--- config.mk ---
export PLATFORM = sky130hd
export DESIGN_NAME = fdmg_prep
export DESIGN_NICKNAME = d
export VERILOG_FILES = /design/src/rtl/fdmg_pkg.sv /design/src/rtl/fdmg_prep.sv
export SDC_FILE = /design/constraint.sdc
export NUM_CORES = 1
export LEC_CHECK = 0
export BUFFER_PORTS_ARGS = -buffer_cell sky130_fd_sc_hd__buf_2
export CAP_MARGIN = 25
export CORE_ASPECT_RATIO = 0.6
export CORE_MARGIN = 2
export CORE_UTILIZATION = 35
export DETAILED_ROUTE_END_ITERATION = 8
export PLACE_DENSITY = 0.67
export SLEW_MARGIN = 40
export SYNTH_ARGS = -nofsm -noshare
export SYNTH_HDL_FRONTEND = slang
export SYNTH_SLANG_ARGS = --single-unit
--- constraint.sdc ---
create_clock -name clk_i -period 1 [get_ports clk_i]
set_input_delay 0.3 -clock clk_i [delete_from_list [all_inputs] [get_ports clk_i]]
set_output_delay 0.3 -clock clk_i [all_outputs]
set_load 0.02 [all_outputs]
--- src/rtl/fdmg_pkg.sv ---
// Shared types and constants for the fast divisor magic generator.
// Used by every module of the block; depends on nothing.
package fdmg_pkg;

  localparam int unsigned DivW   = 64;
  localparam int unsigned ShiftW = 6;

  typedef struct packed {
    logic [DivW-1:0]   div;
    logic [DivW-1:0]   rem;
    logic [DivW-1:0]   quo;
    logic [ShiftW-1:0] lg;
    logic              zero;
    logic              pow2;
  } stage_t;

  typedef struct packed {
    logic [DivW-1:0]   magic;
    logic [ShiftW-1:0] shift;
    logic              zero;
  } result_t;

endpackage

--- src/rtl/fdmg_prep.sv ---
// Front stage: top set bit index, power-of-two and zero detection, divider seed.
// Depends on fdmg_pkg.
module fdmg_prep (
  input  logic                    clk_i,
  input  logic                    rst_ni,
  input  logic                    en_i,
  input  logic                    valid_i,
  input  logic [63:0]             divisor_i,
  output logic                    valid_o,
  output fdmg_pkg::stage_t        stage_o
);
  import fdmg_pkg::*;

  logic             valid_q;
  stage_t           stage_d, stage_q;
  logic [ShiftW-1:0] lg;
  logic [DivW-1:0]  dm1;

  always_comb begin
    lg = '0;
    for (int i = 0; i < DivW; i++) begin
      if (divisor_i[i]) begin
        lg = i[ShiftW-1:0];
      end
    end
  end

  assign dm1 = divisor_i - {{(DivW-1){1'b0}}, 1'b1};

  always_comb begin
    stage_d.div  = divisor_i;
    stage_d.rem  = {{(DivW-1){1'b0}}, 1'b1} << lg;
    stage_d.quo  = '0;
    stage_d.lg   = lg;
    stage_d.zero = (divisor_i == '0);
    stage_d.pow2 = ((divisor_i & dm1) == '0);
  end

  always_ff @(posedge clk_i or negedge rst_ni) begin
    if (!rst_ni) begin
      valid_q <= 1'b0;
    end else if (en_i) begin
      valid_q <= valid_i;
    end
  end

  always_ff @(posedge clk_i) begin
    if (en_i) begin
      stage_q <= stage_d;
    end
  end

  assign valid_o = valid_q;
  assign stage_o = stage_q;

endmodule

Word-level counts from Yosys, hierarchy flattened
Index checks and enable logic that the tools add are counted.
{"block": "totals", "reg_bits": 137, "in_bits": 68, "output_inout_bits": 201, "elab_cells": 74}
{"block": "classes", "n_addsub": 1, "shifts": 1, "mux": 63, "bitwise": 1, "n_reduce_logical": 2}
{"op": "$mux W6", "n": 61}
{"op": "$logic_not A64 Y1", "n": 2}
{"op": "$and A64 B64 Y64", "n": 1}
{"op": "$shl A1 B6 Y64 const A", "n": 1}
{"op": "$sub A64 B1 Y64 const B", "n": 1}
{"op": "$mux W2", "n": 1}
{"op": "$mux W1", "n": 1}

Longest topological paths before layout
{"block": "logic_depth", "word_depth": 64, "ltp_mapped": 9, "ltp_nobuf": 7}

Worst setup path after synthesis
OpenSTA, ideal clock, no wires.
{"block": "synth_timing", "kind": "input-to-reg", "start": "input divisor_i[49]", "end": "register stage_q (netlist bit stage_o[119]) (data pin)", "setup_ps": 256, "arrival_ps": 1967, "t_required_ps": 744, "slack_ps": -1223, "cell_stages": 7, "n_path_buf": 1, "cell_sequence": "or3_1 a2111oi_2 o2111ai_1 a41o_1 a31oi_2 buf_4 nor2_1"}
{"block": "synth_via", "elab_chain_cells": 16}
{"item": "start, declared", "line": "fdmg_prep.sv:8", "rtl": "input logic [63:0] divisor_i,"}
{"item": "$mux W6 (15 in series)", "line": "fdmg_prep.sv:22", "rtl": "if (divisor_i[i]) begin"}
{"item": "$shl A1 B6 Y64", "line": "fdmg_prep.sv:32", "rtl": "stage_d.rem = {{(DivW-1){1'b0}}, 1'b1} << lg;"}
{"item": "end signal, assigned", "line": "fdmg_prep.sv:49", "rtl": "stage_q <= stage_d;"}
{"item": "end, declared", "line": "fdmg_prep.sv:15", "rtl": "stage_t stage_d, stage_q;"}
No other way between the ends.
A chain may end at the register's enable or synchronous reset.

Worst setup path after layout
{"block": "layout_timing", "start": "input divisor_i[11]", "end": "register stage_q (netlist bit stage_o[119]) (data pin)"}
{"block": "layout_via", "elab_chain_cells": 54}
{"item": "$mux W6 (53 in series)", "line": "fdmg_prep.sv:22"}
{"item": "net lg[2]", "line": "fdmg_prep.sv:16", "rtl": "logic [ShiftW-1:0] lg;"}
{"item": "$shl A1 B6 Y64", "line": "fdmg_prep.sv:32"}
The timed path passes the listed nets, and every way through them passes these cells.

==> reports/metrics.cfg <==
[clock_tree]
cts_tree = done
clkLatencyLatePin_ns = 0.43
clock_path_buffers = 2
root_buffer = clkbuf_16
htree_levels = 4
clk_pin_slew_ns = 0.06
clock_sinks = 137
numCtsBuffers = 17

[job]
maxCapViolations = 0

[synthesis]
yosysWarnings = 0
ys_types = 70
netlist_area_mm2 = 0.006887
postSynthAreaPerCell_um2 = 12.28
yosys.area.top_type = edfxtp_1
synth_fa_ha_area_share_pct = 0.7267
muxShareOfSynthArea_pct = 0.1635
synth-simple-area-share_pct = 19.00
synth_top_family_by_area = simple AND/OR/NAND/NOR gates
synth.top_cells.by_area = edfxtp_1 59%, buf_4 7.2%, nor2_1 4.7%
synth_top_area_share_pct = 59.30
synth_edf_count = 136
yosysSeqAreaShare_pct = 59.67
synth_cells = 561
ys.flop_type = edfxtp_1
synth_xor_area_share_pct = 0
ys_async_sr_fraction_pct = 0.7299
synth_compound_area_share_pct = 11.32
ys_ff_latch = 137

[sta]
rsz0062_at_grt = yes
clock_skew_ns = 0
timing.final.crit_share_pct = 215.2
setup_tns_ns = -108.91
hold_violations = 0
max_slew_margin_pct = 50.79
drv_slew = 0
fmax_ghz = 0.4647
finalSetupViolations = 206
setup_slack_ns = -1.152
tightest_slew_ns = 0.7355
layout_min_cycle_time_ns = 2.152

[critical_path]
r2r-end = valid_o
crit_chain = buf_8 > buf_6 > or4_4 > o211ai_1 > a21oi_2 > o31ai_4 > a21boi_4 > nand2_4 > nor2_1
cpMaxStageDelayCell = or4_4
cp-start-kind = primary input
critPathMaxFanout = 4
crit_required_ns = 1.29
path_buf_inv = 2
critPathMaxStageDelay_ns = 0.54
reg2reg_from = valid_o
endpoint_kind = register
regToRegSetupSlack_ns = 0.25
cpLargestDelayFamily = compound AO/OA/AOI/OAI gates
worstRegToRegCells = 1
criticalPathCategory = primary input to register
cp.arrival_ns = 2.44

[route]
antenna_left = 0
wl_per_cell_um = 19.72
routed_via_density = 4.956
vias = 6235
wirelength_um = 24800
first_pass_iters = 5
drc = 0
drt_iter0_drc = 492

[place]
io_buffer_count = 204
place_area_mm2 = 0.009397
dp_hpwl_um = 17170
place.gp.congestion = 0.9023

[global_route]
grt_max_degree = 42
grt_usage_pct = 22.32
grt_pass1_vias = 5803
grt_pass1_wl_um = 34140
grt_antenna_before_repair = 0
overflow = 0

[hold_path]
hp-start = divisor_i[11]
hold_end = stage_o[147]
hold_path_depth = 1
hp-class = primary input to register

[cells_and_area]
seqCellArea_mm2 = 0.004109
layout_commonest_cell = buf_4
antennaDiodeCount = 0
final_core_util_pct = 62.24
drive_gt1_share_pct = 59.58
area_growth_pct = 73.31
multi_input_area_mm2 = 0.003264
fillers = 1501
final_area_mm2 = 0.01194
final_cell_mix = 165 x buf_4, 136 x buf_6, 136 x edfxtp_1, 95 x buf_2, 64 x conb_1
layout.nets = 1047

[die]
die_area_mm2 = 0.02085
die_h_um = 112.7
row_count = 39
core_area_mm2 = 0.01918
io_pins = 269
die_w_um = 185.1
initial_utilization_pct = 35.91

[run_status]
status = finished with violations
violations = setup timing

[pwr]
p_leak_nw = 4.776
ir_worst_vdd_mv = 1.099
power_density_mw_per_mm2 = 1412
power.total_mw = 16.85

-- registers in the layout (all words and copies together), names as in the netlist --
register  flops
valid_o       1
stage_o     136
-- Yosys cell counts, drive strengths merged, types with 2 or more instances --
library cell / instances
or3: 7
o22ai: 6
o21a: 3
o21bai: 2
o211ai: 6
a21o: 3
a41oi: 2
or4: 5
inv: 17
clkbuf: 3
buf: 73
a211oi: 3
maj3: 5
nor2: 86
o31ai: 6
nor4: 23
nand3: 9
a2111oi: 4
o2111ai: 3
o21ai: 17
a221oi: 3
or2: 7
edfxtp: 136
nand2: 31
nor3b: 2
a31oi: 5
o41ai: 5
a21oi: 15
nor2b: 2
a21boi: 3
nand2b: 6
o31a: 4
nand4: 7
nor3: 36
o311ai: 2
and2: 2
-- cells by family after synthesis --
family | count (synthesis)
AND/OR/NAND/NOR | 225
flip-flops | 137
multiplexers | 1
adder cells (fa/ha/maj) | 5
other | 1
AO/OA/AOI/OAI | 99
buffers and inverters | 93
-- where the power goes --
| part | internal [mW] | total (mW) | switching (mW) |
|---|---|---|---|
| logic | 1.33 | 3.19 | 1.86 |
| clock network | 4.17 | 6.78 | 2.61 |
| registers | 6.71 | 6.88 | 0.165 |
-- repair_timing --
action                                 in CTS  in global routing
gates resized for setup                   189                221
setup endpoints to repair                 206                206
hold buffers                                1                  0
endpoints found under the hold margin       1                  0
buffers inserted                           23                 12
pin swaps                                  50                 47
cloned                                      2                  3
-- through the flow --
stage	setup slack (ns)	hold WS [ns]	std cells
floorplan	-1.136	0.004409	624
global placement	-1.654	0.08975	1192
finish	-1.152	0.05315	1258
detailed placement	-1.680	0.07885	1192
CTS	-1.036	0.03338	1249
global route	-1.245	0.03401	1258
-- routing by layer --
metal	wire [um]	up-vias	global-route usage (%)
li1	-	2858	-
met1	11500	3037	33.78
met2	10550	318	30.11
met3	2527	22	8.112
met4	225	0	4.868
met5	0	-	0
-- how the worst max path moves through the flow --
stage	cells past startpoint	endpoint	from	slack, ns
6_report	9	stage_o[119]	divisor_i[11]	-1.15
3_5_place_dp	10	stage_o[114]	divisor_i[19]	-1.68
3_3_place_gp	9	stage_o[132]	divisor_i[48]	-1.65
5_1_grt	9	stage_o[119]	divisor_i[11]	-1.24
2_1_floorplan	7	stage_o[127]	divisor_i[53]	-1.14
4_1_cts	11	stage_o[94]	divisor_i[11]	-1.04
-- area by class of cell --
class                      instances  area share (%)
clock buffer                      17           3.564
clock inverter                    15           1.646
inverter                          17          0.5346
multi-input combinational        395           27.35
sequential                       137           34.43
tap                              266           2.789
timing repair buffer             411           29.69
Note: power is estimated with default switching activity, not from simulation.
