### config.mk
export PLATFORM = sky130hd
export DESIGN_NAME = fdmg_div_step
export DESIGN_NICKNAME = d
export VERILOG_FILES = /design/src/rtl/fdmg_pkg.sv /design/src/rtl/fdmg_div_step.sv
export SDC_FILE = /design/constraint.sdc
export NUM_CORES = 1
export LEC_CHECK = 0
export BUFFER_PORTS_ARGS = -buffer_cell sky130_fd_sc_hd__buf_2
export CELL_PAD_IN_SITES_DETAIL_PLACEMENT = 0
export CELL_PAD_IN_SITES_GLOBAL_PLACEMENT = 2
export CORE_MARGIN = 5
export CORE_UTILIZATION = 30
export CTS_CLUSTER_SIZE = 20
export DETAILED_ROUTE_END_ITERATION = 8
export GPL_TIMING_DRIVEN = 0
export HOLD_SLACK_MARGIN = 0.12
export PLACE_DENSITY_LB_ADDON = 0.1
export SYNTH_ARGS = -nofsm -noshare
export SYNTH_HDL_FRONTEND = slang
export SYNTH_SLANG_ARGS = --single-unit
### constraint.sdc
create_clock -name clk_i -period 1 [get_ports clk_i]
set_input_delay 0.2 -clock clk_i [delete_from_list [all_inputs] [get_ports clk_i]]
set_output_delay 0.2 -clock clk_i [all_outputs]
set_load 0.1 [all_outputs]
### src/rtl/fdmg_pkg.sv
// Shared types and constants for the fast divisor magic generator.
// Used by every module of the block; depends on nothing.
package fdmg_pkg;

  localparam int unsigned DivW   = 64;
  localparam int unsigned ShiftW = 6;

  typedef struct packed {
    logic [DivW-1:0]   div;
    logic [DivW-1:0]   rem;
    logic [DivW-1:0]   quo;
    logic [ShiftW-1:0] lg;
    logic              zero;
    logic              pow2;
  } stage_t;

  typedef struct packed {
    logic [DivW-1:0]   magic;
    logic [ShiftW-1:0] shift;
    logic              zero;
  } result_t;

endpackage

### src/rtl/fdmg_div_step.sv
// One registered step of the restoring 128/64 division: one quotient bit.
// Depends on fdmg_pkg.
module fdmg_div_step (
  input  logic             clk_i,
  input  logic             rst_ni,
  input  logic             en_i,
  input  logic             valid_i,
  input  fdmg_pkg::stage_t stage_i,
  output logic             valid_o,
  output fdmg_pkg::stage_t stage_o
);
  import fdmg_pkg::*;

  logic          valid_q;
  stage_t        stage_d, stage_q;
  logic [DivW:0] sh;
  logic [DivW:0] dx;
  logic [DivW:0] diff;
  logic          ge;

  assign sh   = {stage_i.rem, 1'b0};
  assign dx   = {1'b0, stage_i.div};
  assign diff = sh - dx;
  assign ge   = (sh >= dx);

  always_comb begin
    stage_d     = stage_i;
    stage_d.rem = ge ? diff[DivW-1:0] : sh[DivW-1:0];
    stage_d.quo = {stage_i.quo[DivW-2:0], ge};
  end

  always_ff @(posedge clk_i or negedge rst_ni) begin
    if (!rst_ni) begin
      valid_q <= 1'b0;
    end else if (en_i) begin
      valid_q <= valid_i;
    end
  end

  always_ff @(posedge clk_i) begin
    if (en_i) begin
      stage_q <= stage_d;
    end
  end

  assign valid_o = valid_q;
  assign stage_o = stage_q;

endmodule

* Yosys cells after proc, flatten, opt, wreduce, memory -nomap -nowiden
Cells that the tools add are included.
** Operators by class
- $add $sub $neg :: 1
- Order comparisons :: 1
- Muxes and demuxes :: 1
** Operator list (count)
- $ge 65x64->1 :: 1
- $mux 64 :: 1
- $sub 64x64->64 :: 1
** Storage, ports and cells
- Register bits after elaboration :: 201
- Input port bits :: 204
- Output and inout bits :: 201
- Word-level logic and storage cells :: 11

* Longest topological paths before layout
Gate-level depths: netlist of the first run.
- Word-level depth :: 2
- Gate-level depth with buffers :: 14
- Mapped depth without buffers :: 12

* Worst setup path before layout of the first run
Ideal clock, no wire load.
- Path kind :: in2reg
- Start :: input port stage_i[142] (netlist bit)
- End :: register stage_q (netlist bit stage_o[101]), data pin
- Setup time :: 260 ps
- Arrival :: 2587 ps
- Required time :: 740 ps
- Path slack :: -1847 ps
- Cell stages on the path :: 13
- Path buffers :: 2
- Cell sequence :: inv_1 -> ha_1 -> buf_2 -> nand2_1 -> o31a_1 -> a41oi_2 -> and4_1 -> o211ai_2 -> o211ai_2 -> a31oi_2 -> o211ai_2 -> buf_4 -> mux2_2
** RTL lines
- start, declared :: line fdmg_div_step.sv:8 : input fdmg_pkg::stage_t stage_i,
- end signal, assigned :: line fdmg_div_step.sv:42 : stage_q <= stage_d;
- end, declared :: line fdmg_div_step.sv:15 : stage_t stage_d, stage_q;

==> results of run 1 <==
==> per-layer routing <==
layer,GRT usage,vias to the layer above,wire (µm)
met5,0,-,80
li1,-,4875,-
met2,0.349,295,20100
met1,0.249,4802,17200
met3,0.0582,56,3270
met4,0.0322,14,708
==> per-stage QoR <==
| stage | area (µm²) | hold slack [ns] |
|---|---|---|
| 2_1_floorplan | 11200 | -0.0956 |
| 3_3_place_gp | 13700 | -0.0242 |
| 3_5_place_dp | 13800 | -0.0215 |
| 4_1_cts | 19300 | 0.0936 |
| 5_1_grt | 19500 | 0.100 |
| 6_report | 19500 | 0.0854 |
==> registers in the layout, summed over array words and instances (netlist names) <==
signal and count:
stage_o 200, valid_o 1
==> worst max-delay path by stage <==
| stage | slack [ns] | cells past startpoint | start | end |
|---|---|---|---|---|
| finish | -1.55 | 16 | stage_i[152] | stage_o[123]$_DFFE_PP_ |
| global placement | -3.16 | 2 | en_i | valid_o$_DFFE_PN0P_ |
| detailed placement | -2.87 | 14 | stage_i[172] | stage_o[135]$_DFFE_PP_ |
| floorplan | -1.78 | 13 | stage_i[141] | stage_o[101]$_DFFE_PP_ |
| global route | -1.64 | 16 | stage_i[141] | stage_o[110]$_DFFE_PP_ |
| CTS | -1.56 | 17 | stage_i[157] | stage_o[128]$_DFFE_PP_ |
==> layout make-up <==
class	count	area (µm²)	area share
timing repair buffer	665	6190	0.317
sequential	201	6030	0.309
multi-input combinational	637	5480	0.280
clock buffer	32	631	0.0323
tap	461	577	0.0295
inverter	81	337	0.0172
buffer	12	211	0.0108
clock inverter	11	60.1	0.00308
antenna	5	12.5	0.000641
==> power groups by stage <==
stage / combinational, mW / sequential [mW] / clock [mW]
floorplan: 3.05 / 17.2 / 0
global placement: 12.0 / 10.8 / 0
detailed placement: 12.0 / 10.7 / 0
CTS: 15.0 / 10.8 / 8.07
global route: 15.8 / 10.9 / 8.41
finish: 15.1 / 10.8 / 7.76
==> critical path: stages <==
cell                        delay, ns
sky130_fd_sc_hd__buf_8           0.08
sky130_fd_sc_hd__inv_4           0.03
sky130_fd_sc_hd__ha_4            0.26
sky130_fd_sc_hd__nand4_1         0.12
sky130_fd_sc_hd__buf_4           0.17
sky130_fd_sc_hd__buf_4           0.14
sky130_fd_sc_hd__nor4_4          0.27
sky130_fd_sc_hd__o21ai_2         0.13
sky130_fd_sc_hd__o2111ai_2       0.27
sky130_fd_sc_hd__nand3_4         0.14
sky130_fd_sc_hd__o31ai_4         0.33
sky130_fd_sc_hd__buf_4           0.20
sky130_fd_sc_hd__nand3_2         0.06
sky130_fd_sc_hd__nand2_1         0.09
sky130_fd_sc_hd__xor2_1          0.08
sky130_fd_sc_hd__mux2_4          0.26
==> cells in the mapped netlist, types with 6 or more instances <==
master | number | area (µm²)
sky130_fd_sc_hd__a211oi_1 | 6 | 45.0
sky130_fd_sc_hd__a21o_1 | 28 | 210
sky130_fd_sc_hd__a21oi_1 | 120 | 601
sky130_fd_sc_hd__a31oi_1 | 8 | 50.1
sky130_fd_sc_hd__and3_1 | 8 | 50.1
sky130_fd_sc_hd__buf_2 | 11 | 55.1
sky130_fd_sc_hd__buf_4 | 7 | 52.6
sky130_fd_sc_hd__clkbuf_1 | 16 | 60.1
sky130_fd_sc_hd__edfxtp_1 | 200 | 6010
sky130_fd_sc_hd__ha_1 | 64 | 801
sky130_fd_sc_hd__inv_1 | 81 | 304
sky130_fd_sc_hd__mux2_2 | 12 | 135
sky130_fd_sc_hd__nand2_1 | 57 | 214
sky130_fd_sc_hd__nand2b_1 | 6 | 37.5
sky130_fd_sc_hd__nand3_1 | 18 | 90.1
sky130_fd_sc_hd__nand4_1 | 17 | 106
sky130_fd_sc_hd__nor2_1 | 93 | 349
sky130_fd_sc_hd__nor3_1 | 8 | 40.0
sky130_fd_sc_hd__o21a_1 | 7 | 52.6
sky130_fd_sc_hd__o21ai_0 | 41 | 205
sky130_fd_sc_hd__o21bai_1 | 15 | 113
sky130_fd_sc_hd__xnor2_1 | 32 | 280
sky130_fd_sc_hd__xor2_1 | 26 | 228
==> what timing repair did <==
action                                  4_1_cts  5_1_grt
setup buffers                                45       10
gates resized for setup                     632       95
endpoints found under the setup margin      384      266
pin swaps                                    35       28
hold endpoints to repair                    219        6
cloned                                       10        0
==> cells by family (layout without fill, tap and decap cells) <==
logic type | count (synthesis) | count (layout)
buf+inv | 116 | 801
other cells | 0 | 5
mux | 14 | 14
flops | 201 | 201
fa+ha+maj | 65 | 65
simple gates | 227 | 227
xor+xnor | 58 | 58
compound gates | 273 | 273
==> metrics.txt, run 1 <==
Fill cells=roughly 3100; area of the mapped netlist=~11000 µm²; post-synthesis area per instance=approximately 11 µm²; CP Launch Type=input port; Tcrit/Tclk final=2.55; reg2reg end=valid_o$_DFFE_PN0P_; total half-perimeter wirelength after legalization and detailed placement=just under 30000 µm; Routed Antenna Nets=0; logic gate share of total power=0.448; Synth-to-Final Area Change=81.9%; setup-violating endpoint count in the final report=266; worst-skew pair later-pin latency=between 0.5 and 0.6 ns; hold path depth=1; worst-case headroom to the max-slew limit=0.638; arrival time at the worst endpoint=about 2.8 ns; Post-Synthesis Cells=954; Maximum Capacitance Violations=0; Async SR Flop Fraction=0.00498; detail-routed via count per cell=between 4 and 5; Place WS=-2.87 ns; Crit Path Category=in -> reg; data required time of the critical path=around 1.3 ns; total power divided by cell area=~1700 nW/µm²; ratio of cells with drive above 1 in the final layout=0.453; pin count of the biggest net entering global routing=86; simple-gate share of the synthesized area=0.0953; number of DRC violations after detailed-routing iteration 0=350; Top FF cell, synth=sky130_fd_sc_hd__edfxtp_1; number of enable-type register cells in the synthesized netlist=200; Routed wire per std cell=19.6 µm; commonest cells after routing, fill and taps aside=sky130_fd_sc_hd__buf_6, sky130_fd_sc_hd__dlygate4sd3_1, sky130_fd_sc_hd__edfxtp_1, sky130_fd_sc_hd__buf_2, sky130_fd_sc_hd__inv_1; switching share of power=0.412; sequential fraction of the synthesis area=0.562; arithmetic-cell share of the synthesized area counting full adders, half adders and majority gates=0.0764; clock share of power=0.231; global-route total usage across every layer=0.199; worst min-delay path category=in -> reg; nature of the critical path endpoint=register; post-synthesis share of cell area spent on xor and xnor gates=0.0473; 1st-pass router iterations=4; worst path setup slack after routing=-1.55 ns; final core occ=0.550; count of buffers from port buffering=about 400; fraction of the mapped netlist area in compound gates=0.160; Std-Cell Core Area=35500 µm²; status=finished with violations; drt total wl=41300 µm; Cells after DPL=1819; Hold Violations, Final=0; total of warnings raised by yosys=0; sw power=13.9 mW; violated checks=setup timing; cell-internal power=19.8 mW; sum of negative setup slack=-157.18 ns; sequential fraction of design power=0.321; CTS tree=done; dominant combinational cell family by area after synthesis=compound AO/OA/AOI/OAI gates; synthesized flop and latch total=201; number of nets in the synthesized netlist=~1200; number of antenna violations at the first check in global routing=11; Fmax achieved=393 MHz; cell count of the worst reg-to-reg path=1; register clock-pin slew on the reported worst setup and hold paths=0.05 ns; Post-route DRC=0; Max VDD drop=1.62 mV; vias in the first global route=approximately 11000; number of distinct library cells after synthesis=56; CTS Hold Buffers Added=201; worst-path fanout max=3; Boundary Pins=405; buffer depth of the longest clock path=3; Core Rows=a little under 70; unrepaired setup endpoints after global routing=true; final total power=roughly 34 mW; P_leak=between 8 and 9 nW; placer congestion estimate=0.836; startpoint of the worst hold path=en_i; floorplan die area=39700 µm²; first-pass GRT wire length=62200 µm; number of buffers added by the clock tree synthesis step=24; count of non-filler cells in the finished layout=2105; width of the chip=199 µm; slew at the pin closest to its max-slew limit=0.543 ns; vias post-DR=10000; global-route congestion overflow total=0; Min Clock Period, post-route=2.55 ns; Register-to-Register Setup Slack=0.14 ns; Post-Route Skew=0 ns; total number of H-tree levels=1; proportion of synthesized area in mux cells=0.0147; net total in the final layout=1891; reg-to-reg critical path startpoint=valid_o$_DFFE_PN0P_; initial cell density of the core=0.303; Die Y=199 µm; worst-case hold path end point=stage_o[190]$_DFFE_PP_; pins over their slew limit=0; commonest non-fill, non-tap cell in the layout=sky130_fd_sc_hd__buf_6; clock sink count=around 200; CTS Root Buffer Type=sky130_fd_sc_hd__clkbuf_16
Note: power is estimated with default switching activity, not from simulation.
==> run 2, diff against run 1 <==
- PLACE_DENSITY: unset -> 0.92
- PLACE_DENSITY_LB_ADDON: 0.1 -> unset
==> metrics.txt, run 2 (synthesis gave the netlist of run 1 again) <==
clock share of power=0.246; number of antenna violations at the first check in global routing=5; Hold Violations, Final=0; worst setup path endpoint=stage_o[75]$_DFFE_PP_; status=finished with violations; cell with the biggest individual delay on the critical path=sky130_fd_sc_hd__nor4_4; commonest non-fill, non-tap cell in the layout=sky130_fd_sc_hd__buf_2; Std-Cell Core Area=35500 µm²; final core occ=0.513; Fmax achieved=383 MHz; slew at the pin closest to its max-slew limit=0.664 ns; slowest cell delay on critical path=around 0.38 ns; Tcrit/Tclk final=2.61; logic gate share of total power=0.427; initial cell density of the core=0.303; buffer depth of the longest clock path=3; number of buffers added by the clock tree synthesis step=23; Min Clock Period, post-route=2.61 ns; Synth-to-Final Area Change=69.4%; reg2reg end=valid_o$_DFFE_PN0P_; pin count of the biggest net entering global routing=125; Crit Path Category=in -> reg; switching share of power=0.422; sequential fraction of design power=0.327; Post-route DRC=0; Fill cells=3078; nature of the critical path endpoint=register; Max VDD drop=1.58 mV; pins over their slew limit=0; total number of H-tree levels=1; placer congestion estimate=0.877; Register-to-Register Setup Slack=about 0.13 ns; cell-internal power=18.9 mW; unrepaired setup endpoints after global routing=true; P_leak=between 7 and 8 nW; Boundary Pins=between 400 and 500; final worst hold slack=0.157 ns; register clock-pin slew on the reported worst setup and hold paths=0.05 ns; arrival time at the worst endpoint=2.89 ns; global-route congestion overflow total=0; met1 global-route usage=0.230; chain of cells forming the critical path=buf_4 -> ha_4 -> nand4_1 -> buf_6 -> nor4_4 -> and4_4 -> o211ai_4 -> o211ai_4 -> a31oi_4 -> o211ai_4 -> buf_12 -> buf_16 -> mux2_4; worst-path fanout max=5; global-route total usage across every layer=0.189; sw power=roughly 14 mW; CTS tree=done; floorplan die area=39700 µm²; cell occurring most often along the worst timing path=sky130_fd_sc_hd__o211ai_4; worst min-delay path category=in -> reg; first-pass GRT wire length=59100 µm; worst path setup slack after routing=-1.61 ns; 1st-pass router iterations=5; clock sink count=201; Die Y=199 µm; detail-routed via count per cell=4.86; Post-Route Skew=0 ns; worst-skew pair later-pin latency=0.53 ns; Routed wire per std cell=between 15 and 20 µm; routing layer with the top usage in global route=met2; CTS Root Buffer Type=sky130_fd_sc_hd__clkbuf_16; commonest cells after routing, fill and taps aside=sky130_fd_sc_hd__buf_2, sky130_fd_sc_hd__dlygate4sd3_1, sky130_fd_sc_hd__edfxtp_1, sky130_fd_sc_hd__buf_6, sky130_fd_sc_hd__nor2_1; CP Launch Type=input port; data required time of the critical path=1.27 ns; cell count of the worst reg-to-reg path=1; violated checks=setup timing; worst-case headroom to the max-slew limit=0.557; total power divided by cell area=1800 nW/µm²; number of DRC violations after detailed-routing iteration 0=between 500 and 600; total half-perimeter wirelength after legalization and detailed placement=28600 µm; count of buffers from port buffering=just over 400; width of the chip=about 200 µm; Core Rows=69; net total in the final layout=1880; drt total wl=40800 µm; setup-violating endpoint count in the final report=379; vias in the first global route=10600; Maximum Capacitance Violations=0; global-route track usage on met3=0.0501; Routed Antenna Nets=0; ratio of cells with drive above 1 in the final layout=0.426; vias post-DR=between 10000 and 15000; first element of the critical path=stage_i[93]; number of flip-flops under the largest register name=200; met2 layer usage reported by global route=0.336; reg-to-reg critical path startpoint=valid_o$_DFFE_PN0P_
==> run 2: cell types whose count changed in the layout (fill, tap and decap cells not counted), moves of 7 or more <==
cell	change
sky130_fd_sc_hd__buf_2	+129
sky130_fd_sc_hd__nor2_2	-7
sky130_fd_sc_hd__buf_6	-121
sky130_fd_sc_hd__nor2_1	+22
sky130_fd_sc_hd__nor2_4	-15
sky130_fd_sc_hd__buf_8	-8
sky130_fd_sc_hd__buf_12	-11
==> run 2: power by group through the flow <==
stage          logic [mW]  registers, mW  clock network (mW)
5_1_grt              14.5           10.7                8.68
2_1_floorplan        3.05           17.2                   0
3_3_place_gp         11.9           10.8                   0
6_report             14.0           10.7                8.06
4_1_cts              13.6           10.6                8.32
3_5_place_dp         11.9           10.8                   0
==> run 2: area by class of cell <==
type | count | area, µm² | share of cell area
Sequential cell | 201 | 6030 | 0.332
Tap cell | 461 | 577 | 0.0317
Multi-Input combinational cell | 637 | 5230 | 0.288
Antenna cell | 2 | 5.00 | 0.000275
Inverter | 81 | 322 | 0.0177
Buffer | 17 | 210 | 0.0116
Clock inverter | 14 | 130 | 0.00716
Timing Repair Buffer | 650 | 5090 | 0.280
Clock buffer | 24 | 579 | 0.0319
==> run 2: worst max-delay path, delay by kind of cell <==
kind	cells	cell delay (ns)
fa+ha+maj	1	0.28
buf+inv	4	0.61
compound gates	4	0.64
mux	1	0.30
simple gates	3	0.84
==> run 2: per-layer routing <==
metal | wire length (µm) | vias up
li1 | - | 4834
met1 | 16100 | 4873
met2 | 20500 | 392
met3 | 3400 | 48
met4 | 809 | 6
met5 | 53 | -
==> run 2: repair_timing <==
| action | CTS | global route |
|---|---|---|
| gates resized for setup | 246 | 152 |
| pin swaps | 19 | 24 |
| cloned | 2 | 2 |
| hold buffers | 201 | 0 |
| endpoints found under the setup margin | 390 | 390 |
| buffers inserted | 32 | 10 |
| hold endpoints to repair | 201 | 0 |
==> run 2: how the worst min path moves through the flow <==
stage	from	to	slack, ns	depth (start not counted)
after floorplan	rst_ni	valid_o$_DFFE_PN0P_	-0.1	0
after global placement	rst_ni	valid_o$_DFFE_PN0P_	-0.03	1
after detailed placement	rst_ni	valid_o$_DFFE_PN0P_	-0.02	1
after CTS	en_i	stage_o[142]$_DFFE_PP_	0.17	1
after global routing	en_i	stage_o[78]$_DFFE_PP_	0.15	1
final	en_i	stage_o[78]$_DFFE_PP_	0.16	1
==> run 2: through the flow <==
step           area (µm²)  std cells  total power [mW]  TNS [ns]  setup slack (ns)
4_1_cts             17700       2079              32.5   -209.54             -1.59
3_3_place_gp        13700       1818              22.7   -789.67             -3.25
2_1_floorplan       11200        954              20.2   -131.00             -1.78
3_5_place_dp        13800       1819              22.7   -292.76             -3.20
6_report            18200       2087              32.7   -194.71             -1.61
5_1_grt             18200       2087              34.0   -216.23             -1.67
