<file path="config.mk">
export PLATFORM = sky130hd
export DESIGN_NAME = fdmg_finish
export DESIGN_NICKNAME = d
export VERILOG_FILES = /design/src/rtl/fdmg_pkg.sv /design/src/rtl/fdmg_finish.sv
export SDC_FILE = /design/constraint.sdc
export NUM_CORES = 1
export LEC_CHECK = 0
export BUFFER_PORTS_ARGS = -buffer_cell sky130_fd_sc_hd__buf_2
export CAP_MARGIN = 20
export CELL_PAD_IN_SITES_DETAIL_PLACEMENT = 0
export CELL_PAD_IN_SITES_GLOBAL_PLACEMENT = 2
export CORE_UTILIZATION = 26
export DETAILED_ROUTE_END_ITERATION = 10
export PLACE_DENSITY = 0.79
export SLEW_MARGIN = 30
export SYNTH_ARGS = -nofsm -noshare
export SYNTH_HDL_FRONTEND = slang
export SYNTH_SLANG_ARGS = --single-unit
</file>
<file path="constraint.sdc">
create_clock -name clk_i -period 0.8 [get_ports clk_i]
set_input_delay 0.08 -clock clk_i [delete_from_list [all_inputs] [get_ports clk_i]]
set_output_delay 0.08 -clock clk_i [all_outputs]
set_load 0.03 [all_outputs]
</file>
<file path="src/rtl/fdmg_pkg.sv">
// Shared types and constants for the fast divisor magic generator.
// Used by every module of the block; depends on nothing.
package fdmg_pkg;

  localparam int unsigned DivW   = 64;
  localparam int unsigned ShiftW = 6;

  typedef struct packed {
    logic [DivW-1:0]   div;
    logic [DivW-1:0]   rem;
    logic [DivW-1:0]   quo;
    logic [ShiftW-1:0] lg;
    logic              zero;
    logic              pow2;
  } stage_t;

  typedef struct packed {
    logic [DivW-1:0]   magic;
    logic [ShiftW-1:0] shift;
    logic              zero;
  } result_t;

endpackage

</file>
<file path="src/rtl/fdmg_finish.sv">
// Last stage: round the doubled quotient with the remainder, form magic and shift.
// Depends on fdmg_pkg.
module fdmg_finish (
  input  logic              clk_i,
  input  logic              rst_ni,
  input  logic              en_i,
  input  logic              valid_i,
  input  fdmg_pkg::stage_t  stage_i,
  output logic              valid_o,
  output fdmg_pkg::result_t res_o
);
  import fdmg_pkg::*;

  logic          valid_q;
  result_t       res_d, res_q;
  logic [DivW:0] twice;
  logic          up;
  logic [DivW-1:0] inc;
  logic [DivW-1:0] mag;

  assign twice = {stage_i.rem, 1'b0};
  assign up    = (twice >= {1'b0, stage_i.div});
  assign inc   = up ? {{(DivW-2){1'b0}}, 2'b10} : {{(DivW-1){1'b0}}, 1'b1};
  assign mag   = {stage_i.quo[DivW-2:0], 1'b0} + inc;

  always_comb begin
    res_d.zero = stage_i.zero;
    if (stage_i.zero) begin
      res_d.magic = '0;
      res_d.shift = '0;
    end else if (stage_i.pow2) begin
      res_d.magic = '0;
      res_d.shift = stage_i.lg - {{(ShiftW-1){1'b0}}, 1'b1};
    end else begin
      res_d.magic = mag;
      res_d.shift = stage_i.lg;
    end
  end

  always_ff @(posedge clk_i or negedge rst_ni) begin
    if (!rst_ni) begin
      valid_q <= 1'b0;
    end else if (en_i) begin
      valid_q <= valid_i;
    end
  end

  always_ff @(posedge clk_i) begin
    if (en_i) begin
      res_q <= res_d;
    end
  end

  assign valid_o = valid_q;
  assign res_o   = res_q;

endmodule

</file>
# Yosys cells after proc, flatten, opt, wreduce, memory -nomap -nowiden
# Cells that the tools add are included.
[classes]
addsub = 2
mul = 0
div_mod_pow = 0
order_cmp = 1
n_eq_ne = 0
shifts = 0
n_mux = 2
bitwise = 0
reduce_logical = 1
[ops]
columns = ["op", "count"]
rows = [
  ["$ge A65 B64 Y1", 1],
  ["$add A64 B2 Y64", 1],
  ["$mux W6", 1],
  ["$sub A6 B1 Y6 const B", 1],
  ["$mux W2", 1],
  ["$reduce_or A2 Y1", 1],
]
[word_totals]
ff_bits = 72
latch_bits = 0
ramBits = 0
rom_bits = 0
n_memories = 0

# Depth between registers and ports, before layout
# Gate-level depths: netlist of run 1.
[depth]
word_depth = 3
ltp_mapped = 16
depth_no_buf = 16

# Worst setup path after synthesis of run 1
# OpenSTA, ideal clock, no wires.
[synth_path]
path_kind = "input port to flip-flop"
from = "input stage_i[151] (netlist bit)"
to = "register res_q (netlist bit res_o[67]), data pin"
setup_ps = 258
arrival_ps = 3074
required_time_ps = 542
slack_ps = -2532
cell_stages = 15
n_path_buf = 0
cell_sequence = "inv_1 ha_1 nand4_1 nor4_1 nand4_1 a41oi_1 nor3_1 o21ai_0 ha_1 nand3_1 nor4_4 nand3_2 nor4_2 nand4_1 mux2i_1"
[synth_between]
elab_chain_len = 3
[synth_rtl]
columns = ["element", "line", "source"]
rows = [
  ["start, declared", "fdmg_finish.sv:8", "input fdmg_pkg::stage_t stage_i,"],
  ["$ge A65 B64 Y1", "fdmg_finish.sv:22", "assign up = (twice >= {1'b0, stage_i.div});"],
  ["$mux W2", "fdmg_finish.sv:23", "assign inc = up ? {{(DivW-2){1'b0}}, 2'b10} : {{(DivW-1){1'b0}}, 1'b1};"],
  ["$add A64 B2 Y64", "fdmg_finish.sv:24", "assign mag = {stage_i.quo[DivW-2:0], 1'b0} + inc;"],
  ["end signal, assigned", "fdmg_finish.sv:50", "res_q <= res_d;"],
  ["end, declared", "fdmg_finish.sv:15", "result_t res_d, res_q;"],
]
# Every way passes these cells.
# A chain may end at the register's enable or synchronous reset.

# Worst setup path in the final report of run 1
[layout_path]
from = "input stage_i[148] (netlist bit)"
to = "register res_q (netlist bit res_o[38]), data pin"
# The elaborated chain is that of the path after synthesis.

==> PnR_summary.wiki, run 1 <==
{| class="wikitable"
! Metric !! Value
|-
| Vias after detailed routing || 6103
|-
| Final worst path period need || 2971 ps
|-
| Wire length of the first global-routing pass || 30880 um
|-
| Most common library cell in the layout ignoring fill and taps || buf_2
|-
| Async set or reset register ratio after synthesis || 1.389%
|-
| Die extent in x || 148.3 um
|-
| Violations in the final reports || setup timing
|-
| All-layer global routing usage || 18.15%
|-
| Inserted Clock Buffers || 9
|-
| Met2 Resource Use GR || 33.59%
|-
| Final design area excluding fillers || 0.01100 mm2
|-
| Worst slew pin tran || 408.2 ps
|-
| Maximum vdd drop || 1019 uV
|-
| Residual antenna-violating net count after detailed routing || 0
|-
| Register clock-pin slew on the reported worst setup and hold paths || 50 ps
|-
| Area after detailed placement || 0.008917 mm2
|-
| Clock buffer depth || 2
|-
| MaxCap Viol Count || 0
|-
| Endpoint of the lowest-slack register-to-register path || valid_o
|-
| Antenna cell count || 0
|-
| Synth Cell Area || 0.005565 mm2
|-
| Vert. Die Dim || 148.3 um
|-
| Final Setup Violations || 136
|-
| Data required, critical path || 880 ps
|-
| Category of the worst setup path capture point || flop
|-
| Hold Worst Slack || 50.00 ps
|-
| Slew HR || 72.72%
|-
| Crit Path Class || in -> reg
|-
| Number of placed I/O pins || 276
|-
| Flop2flop setup slack || 20 ps
|-
| Later-pin clock latency in the skew report || 330 ps
|-
| Minimum setup slack in the final design || -2171 ps
|-
| Number of nets in the synthesized netlist || 885
|-
| Final period util || 371.4%
|-
| Number of synthesized flops with an enable pin || 71
|-
| Post-synthesis sequential area ratio || 38.76%
|-
| GP Congestion || 0.8054
|-
| Number of port buffers || 274
|-
| Antenna violations before repair || 2
|-
| Post-synthesis cell type count || 44
|-
| Most frequent cells in the layout || 170 x buf_2, 151 x buf_4, 120 x buf_6, 74 x nor2_1, 71 x edfxtp_1
|-
| Outcome || finished with violations
|-
| Root Driver || clkbuf_16
|-
| Critical Path Start Type || input port
|-
| Startpoint of the worst-slack reg-to-reg timing path || valid_o
|-
| Mean area per synthesized cell || 9.064 um2
|-
| Maximum number of pins on one net before global-route repair || 21
|-
| Largest clock skew in the final design || 0 ps
|-
| Detailed-route DRC error count || 0
|-
| Unrepaired setup endpoints after global routing || true
|-
| Number of violations reported at the end of detailed-routing iteration 0 || 197
|-
| Area added between synthesis and finish || 97.66%
|-
| Leakage || 4.996 nW
|-
| Data arrival time of the critical path || 3060 ps
|-
| Starting density of the core || 26.47%
|-
| Type of the tightest min-delay check || in -> async
|-
| Number of standard cells in the final layout excluding fillers || 1351
|-
| Final HPWL DP || 16090 um
|-
| Total Die Area || 0.02199 mm2
|-
| Prevailing post-synth register cell || edfxtp_1
|-
| Number of fill cells || 1929
|-
| Yosys warns || 0
|-
| Largest fanout on the critical path || 6
|-
| Number of failing hold endpoints at the final stage || 0
|-
| Met3 track demand over resource in global routing || 3.957%
|-
| Register bit count reported by yosys || 72
|-
| Total instance count after detailed placement || 1303
|-
| Level count of the clock H-tree || 3
|-
| Via-to-Cell Ratio || 4.517
|-
| Number of instances in the synthesized netlist || 614
|-
| Total congestion overflow || 0
|-
| Layer with the highest usage || met2
|-
| Max-slew violation count || 0
|-
| Number of placement rows || 53
|-
| Maximum frequency from static timing analysis || 0.3365 GHz
|-
| TritonCTS clock tree || done
|-
| Average wire per standard cell || 14.82 um
|-
| PwrDens || 1205 mW/mm2
|-
| Number of nets in the layout || 1342
|-
| First-pass DRT Iterations || 4
|-
| Core area || 0.02102 mm2
|-
| Final wirelength || 20020 um
|-
| Length in cells of the worst reg-to-reg path || 1
|-
| Met1 usage in global routing || 21.29%
|-
| Sinks on the clock net || 72
|-
| Share of the core filled with cells in the final layout || 52.33%
|-
| Fraction of final layout cells with drive strength greater than 1 || 58.36%
|-
| Via count of the first global-routing pass || 6280
|}
## how the worst max path moves through the flow
| stage | start | end | slack (ps) |
|---|---|---|---|
| final | stage_i[148] | res_o[38] | -2170 |
| after global routing | stage_i[148] | res_o[38] | -2350 |
| after CTS | stage_i[148] | res_o[61] | -2160 |
| after detailed placement | stage_i[165] | res_o[70] | -2700 |
| after global placement | stage_i[196] | res_o[70] | -2630 |
| after floorplan | stage_i[196] | res_o[63] | -2210 |
## worst max-delay path: stages
cell	delay, ps
buf_8	70
inv_4	30
ha_4	250
nand4_1	170
buf_4	190
nor2_1	180
a221oi_4	100
a41oi_2	230
nor3_4	70
o21ai_2	190
ha_2	240
ha_4	150
nand3_4	70
buf_6	120
nor2_4	150
buf_12	130
nand3_4	120
buf_6	160
nor4_4	130
xnor2_1	150
nor2_1	50
## cell usage after synthesis (2+ instances only)
| library cell | count | area share, % |
|---|---|---|
| nor4_1 | 16 | 1.8 |
| nand2_1 | 51 | 3.4 |
| inv_1 | 71 | 4.8 |
| nand2b_1 | 3 | 0.34 |
| or3_1 | 15 | 1.7 |
| o21ai_0 | 22 | 2.0 |
| edfxtp_1 | 71 | 38 |
| nor2b_1 | 2 | 0.22 |
| and3_1 | 5 | 0.56 |
| a211oi_1 | 4 | 0.54 |
| or2_2 | 2 | 0.22 |
| mux2_2 | 2 | 0.40 |
| nor4b_1 | 2 | 0.31 |
| nor3_1 | 24 | 2.2 |
| ha_1 | 67 | 15 |
| xor2_1 | 14 | 2.2 |
| xnor2_1 | 41 | 6.5 |
| nor2_1 | 79 | 5.3 |
| and2_1 | 2 | 0.22 |
| and4_1 | 3 | 0.47 |
| nand3_1 | 27 | 2.4 |
| a21oi_1 | 37 | 3.3 |
| nand4_1 | 24 | 2.7 |
| clkbuf_1 | 9 | 0.61 |
| nor4_4 | 2 | 0.76 |
## metrics by stage
step                      setup TNS [ps]  worst slack [ps]  total power [W]
final                            -133700             -2171          0.01326
after global placement           -151830             -2629         0.007914
after detailed placement         -155150             -2701         0.007944
after CTS                        -132910             -2156          0.01320
after floorplan                  -119270             -2211         0.006190
after global routing             -146940             -2347          0.01388
## kinds of logic after synthesis
| logic type | share of synthesized area [%] |
|---|---|
| AOI/OAI and AO/OA | 7.240 |
| xor gates and xnor gates | 8.656 |
| adders and majority gates | 15.06 |
| buffers and inverters | 5.396 |
| DFF | 38.76 |
| muxes | 0.5845 |
| and+or+nand+nor | 24.30 |
## sequential cells by signal (all words and copies together) (netlist names)
name,count
valid_o,1
res_o,71
## timing repair
item	CTS	global route
gates resized for setup	279	47
setup buffers	18	14
hold buffers	2	0
setup endpoints to repair	136	137
pin swaps	71	44
endpoints found under the hold margin	2	0
## power by group
| group | switching [W] | internal, W |
|---|---|---|
| Clock | 0.00155 | 0.00299 |
| Sequential | 0.000132 | 0.00446 |
| Combinational | 0.00207 | 0.00206 |
## per-layer routing
| layer | up-vias | share of wire, % |
|---|---|---|
| li1 | 3099 | - |
| met1 | 2772 | 40 |
| met5 | - | 0.065 |
| met3 | 17 | 6.7 |
| met4 | 2 | 1.1 |
| met2 | 213 | 52 |
## layout make-up
class	instances	area (um2)	area share [%]
clock inverter	2	60.06	0.5459
tap	275	344.1	3.128
inverter	71	294.0	2.673
clock buffer	14	274.0	2.491
sequential	72	2158	19.62
multi-input combinational	462	4279	38.90
timing repair buffer	455	3591	32.64
No activity file was read; power rests on OpenSTA's default activity.
==> run 2: changes to the inputs <==
--- a/config.mk
+++ b/config.mk
@@ -5,13 +5,14 @@
 export SDC_FILE = /design/constraint.sdc
 export NUM_CORES = 1
 export LEC_CHECK = 0
+export ABC_AREA = 1
 export BUFFER_PORTS_ARGS = -buffer_cell sky130_fd_sc_hd__buf_2
 export CAP_MARGIN = 20
 export CELL_PAD_IN_SITES_DETAIL_PLACEMENT = 0
 export CELL_PAD_IN_SITES_GLOBAL_PLACEMENT = 2
 export CORE_UTILIZATION = 26
 export DETAILED_ROUTE_END_ITERATION = 10
-export PLACE_DENSITY = 0.79
+export PLACE_DENSITY = 0.81
 export SLEW_MARGIN = 30
 export SYNTH_ARGS = -nofsm -noshare
 export SYNTH_HDL_FRONTEND = slang
==> PnR_summary.wiki, run 2 <==
{| class="wikitable"
! Metric !! Value
|-
| Data required, critical path || 900 ps
|-
| Data arrival time of the critical path || 2440 ps
|-
| Fraction of final layout cells with drive strength greater than 1 || 55.66%
|-
| Later-pin clock latency in the skew report || 340 ps
|-
| Final worst path period need || 2335 ps
|-
| Yosys warns || 0
|-
| Clock buffer depth || 2
|-
| Max-slew violation count || 0
|-
| Largest fanout on the critical path || 4
|-
| Most common library cell in the layout ignoring fill and taps || buf_4
|-
| Register clock-pin slew on the reported worst setup and hold paths || 60 ps
|-
| PwrDens || 1116 mW/mm2
|-
| Maximum number of pins on one net before global-route repair || 29
|-
| Number of standard cells in the final layout excluding fillers || 1766
|-
| Internal power consumption || 0.009840 W
|-
| Final wirelength || 26200 um
|-
| Synth Area in XOR/XNOR || 1.345%
|-
| Final HPWL DP || 21690 um
|-
| Minimum setup slack in the final design || -1535 ps
|-
| Ranking of synthesized cells by instance count || 227 x nand2_1, 173 x inv_1, 107 x nor2_1
|-
| Type of the tightest min-delay check || in -> async
|-
| Post-synthesis sequential area ratio || 33.12%
|-
| Wire length of the first global-routing pass || 40480 um
|-
| Final period util || 291.9%
|-
| Number of fill cells || 2440
|-
| Number of nets in the synthesized netlist || 1195
|-
| Maximum frequency from static timing analysis || 0.4282 GHz
|-
| Number of placed I/O pins || 276
|-
| Maximum vdd drop || 905.8 uV
|-
| GP Congestion || 0.8938
|-
| Vias after detailed routing || 7895
|-
| Leakage || 5.964 nW
|-
| Critical Path Start Type || input port
|-
| Post-Synth Simple-Gate Area || 33.10%
|-
| Via-to-Cell Ratio || 4.471
|-
| Via count of the first global-routing pass || 7843
|-
| Combinational family with the most area after synthesis || simple AND/OR/NAND/NOR gates
|-
| Async set or reset register ratio after synthesis || 1.389%
|-
| Flip-flop count of the largest register, all copies and words added || 71
|-
| Adder and majority gate portion of the synthesized area || 12.87%
|-
| Sinks on the clock net || 72
|-
| Register bit count reported by yosys || 72
|-
| Number of nets in the layout || 1707
|-
| Most frequent cell after synthesis || nand2_1
|-
| Starting density of the core || 26.63%
|-
| Slew HR || 72.99%
|-
| Mean area per synthesized cell || 7.050 um2
|-
| Total instance count after detailed placement || 1723
|-
| Most frequent cells in the layout || 193 x buf_4, 176 x nand2_1, 175 x buf_2, 128 x buf_6, 113 x inv_1
|-
| Multiplexer fraction of the synthesized cell area || 0.1729%
|-
| Residual antenna-violating net count after detailed routing || 0
|-
| Final Setup Violations || 136
|-
| Yosys top cell area share || 32.73%
|-
| Unrepaired setup endpoints after global routing || true
|-
| First-pass DRT Iterations || 5
|-
| Antenna violations before repair || 1
|-
| Die extent in x || 160.3 um
|-
| TritonCTS clock tree || done
|-
| Number of placement rows || 57
|-
| Core area || 0.02446 mm2
|-
| Root Driver || clkbuf_16
|-
| Number of synthesized flops with an enable pin || 71
|-
| Total Die Area || 0.02569 mm2
|-
| Number of violations reported at the end of detailed-routing iteration 0 || 347
|-
| Inserted Clock Buffers || 9
|-
| MaxCap Viol Count || 0
|-
| All-layer global routing usage || 20.52%
|-
| Largest clock skew in the final design || 0 ps
|-
| Number of instances in the synthesized netlist || 924
|-
| Net Switching || 0.004208 W
|-
| Share of the synthesized area in compound gates (AO/OA/AOI/OAI) || 8.625%
|-
| Top cells by area, synth || edfxtp_1 33%, nand2_1 13%, ha_1 13%, inv_1 10%, nor2_1 6.2%
|-
| Crit Path Class || in -> reg
|-
| Portion of total power attributed to combinational logic || 34.0%
|-
| Level count of the clock H-tree || 3
|-
| Vert. Die Dim || 160.3 um
|-
| Share of total power in sequential cells || 32.8%
|-
| Proportion of total power due to net switching || 29.95%
|-
| Prevailing post-synth register cell || edfxtp_1
|-
| Synth Cell Area || 0.006514 mm2
|-
| Number of port buffers || 274
|-
| Detailed-route DRC error count || 0
|-
| Dominant cell type by area after synthesis || edfxtp_1
|-
| Category of the worst setup path capture point || flop
|-
| Area added between synthesis and finish || 93.18%
|-
| Total congestion overflow || 0
|-
| Number of failing hold endpoints at the final stage || 0
|-
| Placement Setup Slack || -2088 ps
|-
| Violations in the final reports || setup timing
|-
| Post-synthesis cell type count || 35
|-
| Worst slew pin tran || 402.0 ps
|-
| Clock group share of total power || 33.2%
|-
| Average wire per standard cell || 14.84 um
|-
| Outcome || finished with violations
|}
-- run 2: cell count changes in the layout (fill, tap and decap cells not counted), sizes merged, moves of 5 or more --
cell | previous run | this run
nor2 | 79 | 120
or2 | 2 | 17
nor3 | 24 | 32
nand3 | 28 | 46
xnor2 | 41 | 1
nand2 | 51 | 232
inv | 71 | 181
or3 | 15 | 0
a21oi | 37 | 79
nor4 | 19 | 1
xor2 | 14 | 9
buf | 453 | 505
-- run 2: per-stage QoR --
step	TNS [ps]	utilization [%]	hold slack, ps	power [W]	area [um2]
global route	-112420	51.44	50.32	0.01475	12580
floorplan	-79320	-	-215.6	0.006329	6745
finish	-99660	51.44	43.26	0.01405	12580
CTS	-98570	48.78	30.51	0.01383	11930
global placement	-116230	41.46	-144.8	0.008269	10140
detailed placement	-119070	41.46	-140.5	0.008306	10140
-- run 2: final cells by class --
cell class              instances  area, um2  area share [%]
diodes                          1      2.502         0.01989
clock buffers                  10      229.0           1.820
clock inverters                 6      107.6          0.8551
inverters                     181      737.0           5.857
multi-input cells             665       4982           39.59
flip-flops and latches         72       2158           17.15
well taps                     324      405.4           3.222
repair buffers                507       3961           31.48
-- run 2: worst paths after layout --
path                       depth (start not counted)  slack, ps   endpoint         start
max in group asynchronous                          2        660    valid_o        rst_ni
hold reg to reg                                    1        530    valid_o       valid_o
min in group clk_i                                 2         80   res_o[0]    stage_i[1]
setup / recovery                                  23      -1540  res_o[69]  stage_i[104]
hold / removal                                     2         40    valid_o        rst_ni
setup reg to reg                                   1         30    valid_o       valid_o
-- run 2: kinds of logic (layout without fill, tap and decap cells) --
group,count (synthesis),in the layout
xor gates and xnor gates,10,10
AOI/OAI and AO/OA,108,108
and+or+nand+nor,479,479
other,0,1
adders and majority gates,67,67
muxes,1,1
buffers and inverters,187,704
DFF,72,72
-- run 2: power groups by stage --
stage               Sequential (W)  Combinational [W]  Clock [W]
finish                     0.00460            0.00478    0.00466
global route               0.00463            0.00523    0.00488
CTS                        0.00461            0.00448    0.00475
detailed placement         0.00461            0.00369          0
global placement           0.00460            0.00366          0
floorplan                  0.00518            0.00115          0
-- run 2: critical path, cell delays in order --
cell     delay, ps
buf_2          120
ha_4           250
nand2_1         40
nor2_1         150
nand2_2         70
nor2_2         120
nand2_1         80
nor2_1          90
nor2_1          50
nand2_1         50
nor2_1          50
nand2_2        130
buf_6          120
ha_4           120
nand3_4        110
nor2_4         160
inv_2           60
nor2_4         170
inv_2           80
nor2_4         120
nand3_2         80
nand2_1         80
a21oi_1         60
-- run 2: metal layers --
metal / share of wire (%) / vias to the layer above / GRT usage (%)
met5: 0 / - / 0
met2: 49 / 242 / 35.45
met4: 2.7 / 0 / 6.667
li1: - / 4027 / -
met3: 6.9 / 39 / 5.065
met1: 41 / 3587 / 24.82
-- run 2: what timing repair did --
action | CTS | global route
pin swaps | 77 | 59
gates resized for setup | 338 | 139
endpoints found under the setup margin | 137 | 138
buffers inserted | 13 | 16
hold buffers | 2 | 0
endpoints found under the hold margin | 2 | 0
==> run 3: changes to the inputs <==
--- a/config.mk
+++ b/config.mk
@@ -17,3 +17,4 @@
 export SYNTH_ARGS = -nofsm -noshare
 export SYNTH_HDL_FRONTEND = slang
 export SYNTH_SLANG_ARGS = --single-unit
+export TNS_END_PERCENT = 50
==> PnR_summary.wiki, run 3 (synthesis gave the netlist of run 2 again) <==
{| class="wikitable"
! Metric !! Value
|-
| Core area || 0.02446 mm2
|-
| Residual antenna-violating net count after detailed routing || 0
|-
| Cell breakdown of the critical path || buf_6, inv_2, ha_4, nand2_4, nor2_4, nand3_2, nor2_4, nand2_2, nor2_2, nor2_1, nand2_1, nor2_2, nand2_4, ha_4, ha_4, nand2_4, nor2_4, buf_6, nand3_4, nor3_4, or2_4, a21oi_2
|-
| Largest clock skew in the final design || 0 ps
|-
| Inserted Clock Buffers || 9
|-
| Stage delay of the slowest cell on the critical path || 270 ps
|-
| MaxCap Viol Count || 0
|-
| Category of the worst setup path capture point || flop
|-
| Average wire per standard cell || 15.39 um
|-
| Number of fill cells || 2299
|-
| Vert. Die Dim || 160.3 um
|-
| Starting density of the core || 26.63%
|-
| Total instance count after detailed placement || 1721
|-
| Unrepaired setup endpoints after global routing || true
|-
| Maximum frequency from static timing analysis || 0.4317 GHz
|-
| Leakage || 6.124 nW
|-
| Length in cells of the worst reg-to-reg path || 1
|-
| Max-slew violation count || 0
|-
| Number of port buffers || 274
|-
| Fraction of final layout cells with drive strength greater than 1 || 58.98%
|-
| Via count of the first global-routing pass || 8070
|-
| Critical Path Start Type || input port
|-
| Number of standard cells in the final layout excluding fillers || 1774
|-
| PwrDens || 1076 mW/mm2
|-
| Setup TNS || -95360 ps
|-
| Register clock-pin slew on the reported worst setup and hold paths || 60 ps
|-
| Start point of the critical path || stage_i[142]
|-
| GP Congestion || 0.9081
|-
| Final design area excluding fillers || 0.01298 mm2
|-
| Crit Path Class || in -> reg
|-
| Number of violations reported at the end of detailed-routing iteration 0 || 347
|-
| Vias after detailed routing || 8033
|-
| Master of the slowest instance on the critical path || ha_4
|-
| Die extent in x || 160.3 um
|-
| Final worst path period need || 2316 ps
|-
| Sinks on the clock net || 72
|-
| Minimum setup slack in the final design || -1516 ps
|-
| Detailed-route DRC error count || 0
|-
| Area after detailed placement || 0.01010 mm2
|-
| First-pass DRT Iterations || 7
|-
| Total Die Area || 0.02569 mm2
|-
| Later-pin clock latency in the skew report || 340 ps
|-
| Violations in the final reports || setup timing
|-
| Most frequent cells in the layout || 198 x buf_4, 163 x buf_2, 161 x nand2_1, 141 x buf_6, 111 x inv_1
|-
| Most common library cell in the layout ignoring fill and taps || buf_4
|-
| Total congestion overflow || 0
|-
| Final HPWL DP || 22080 um
|-
| Via-to-Cell Ratio || 4.528
|-
| Number of placed I/O pins || 276
|-
| Level count of the clock H-tree || 3
|-
| Final Setup Violations || 136
|-
| Flip-flop count of the largest register, all copies and words added || 71
|-
| TritonCTS clock tree || done
|-
| Root Driver || clkbuf_16
|-
| Hold Worst Slack || 34.39 ps
|-
| Antenna violations before repair || 3
|-
| Slew HR || 67.08%
|-
| Worst Setup EP || res_o[52]
|-
| Data required, critical path || 900 ps
|-
| Maximum vdd drop || 1008 uV
|-
| Final wirelength || 27300 um
|-
| Worst slew pin tran || 492.0 ps
|-
| All-layer global routing usage || 20.95%
|-
| Number of failing hold endpoints at the final stage || 0
|-
| Flop2flop setup slack || 50 ps
|-
| Largest fanout on the critical path || 5
|-
| Final period util || 289.5%
|-
| Type of the tightest min-delay check || in -> async
|-
| Number of nets in the layout || 1714
|-
| Data arrival time of the critical path || 2420 ps
|-
| Clock buffer depth || 2
|-
| Endpoint of the lowest-slack register-to-register path || valid_o
|-
| Maximum number of pins on one net before global-route repair || 31
|-
| Power after layout || 0.01397 W
|-
| Area added between synthesis and finish || 99.33%
|-
| Number of placement rows || 57
|-
| Startpoint of the worst-slack reg-to-reg timing path || valid_o
|-
| Outcome || finished with violations
|-
| Wire length of the first global-routing pass || 41630 um
|}
==> run 3: cell types whose count changed in the layout (fill, tap and decap cells not counted), sizes merged <==
cell,change
buf,+7
bufinv,-1
clkbuf,+3
clkinv,-2
diode,+1
==> run 3: layout make-up <==
class                   count  area (um2)  area share, %
multi-input cells         665        5266          40.56
repair buffers            514        4100          31.58
flip-flops and latches     72        2157          16.61
well taps                 324       405.4          3.122
inverters                 181       734.5          5.657
clock buffers              13       250.2          1.927
diodes                      2       5.005        0.03855
clock inverters             3       65.06         0.5011
==> run 3: worst min-delay path by stage <==
stage	slack, ps	cells past startpoint	end
floorplan	-220	0	valid_o
global placement	-140	1	valid_o
detailed placement	-140	1	valid_o
CTS	20	2	valid_o
global route	50	2	valid_o
finish	30	2	valid_o
==> run 3: metal layers <==
layer / track usage, % / up-vias / routed length [um]
met4: 6.017 / 2 / 634
met3: 4.130 / 37 / 1583
met2: 37.29 / 269 / 13640
met5: 0 / - / 12
met1: 25.41 / 3679 / 11430
li1: - / 4046 / -
==> run 3: worst max-delay path, delay by kind of cell <==
| kind | cells | cell delay (ps) |
|---|---|---|
| adder cells (fa/ha/maj) | 3 | 570 |
| AND/OR/NAND/NOR | 15 | 1480 |
| buffers and inverters | 3 | 240 |
| AO/OA/AOI/OAI | 1 | 40 |
==> run 3: what timing repair did <==
item / CTS / global route
hold endpoints to repair: 2 / 0
pin swaps: 110 / 113
buffers inserted: 22 / 19
hold buffers: 2 / 0
setup endpoints to repair: 138 / 140
gates resized for setup: 413 / 154
==> run 3: per-stage QoR <==
| step | setup slack, ps | util [%] |
|---|---|---|
| final | -1516 | 53.08 |
| after global routing | -1651 | 53.08 |
| after CTS | -1489 | 50.07 |
| after detailed placement | -2181 | 41.28 |
| after global placement | -2129 | 41.28 |
| after floorplan | -1555 | - |
==> run 3: power breakdown <==
part / internal [W] / leakage, nW / switching (W)
registers: 0.00446 / 0.691 / 0.000144
logic: 0.00246 / 5.28 / 0.00254
clock network: 0.00281 / 0.154 / 0.00156
total: 0.00973 / 6.12 / 0.00424
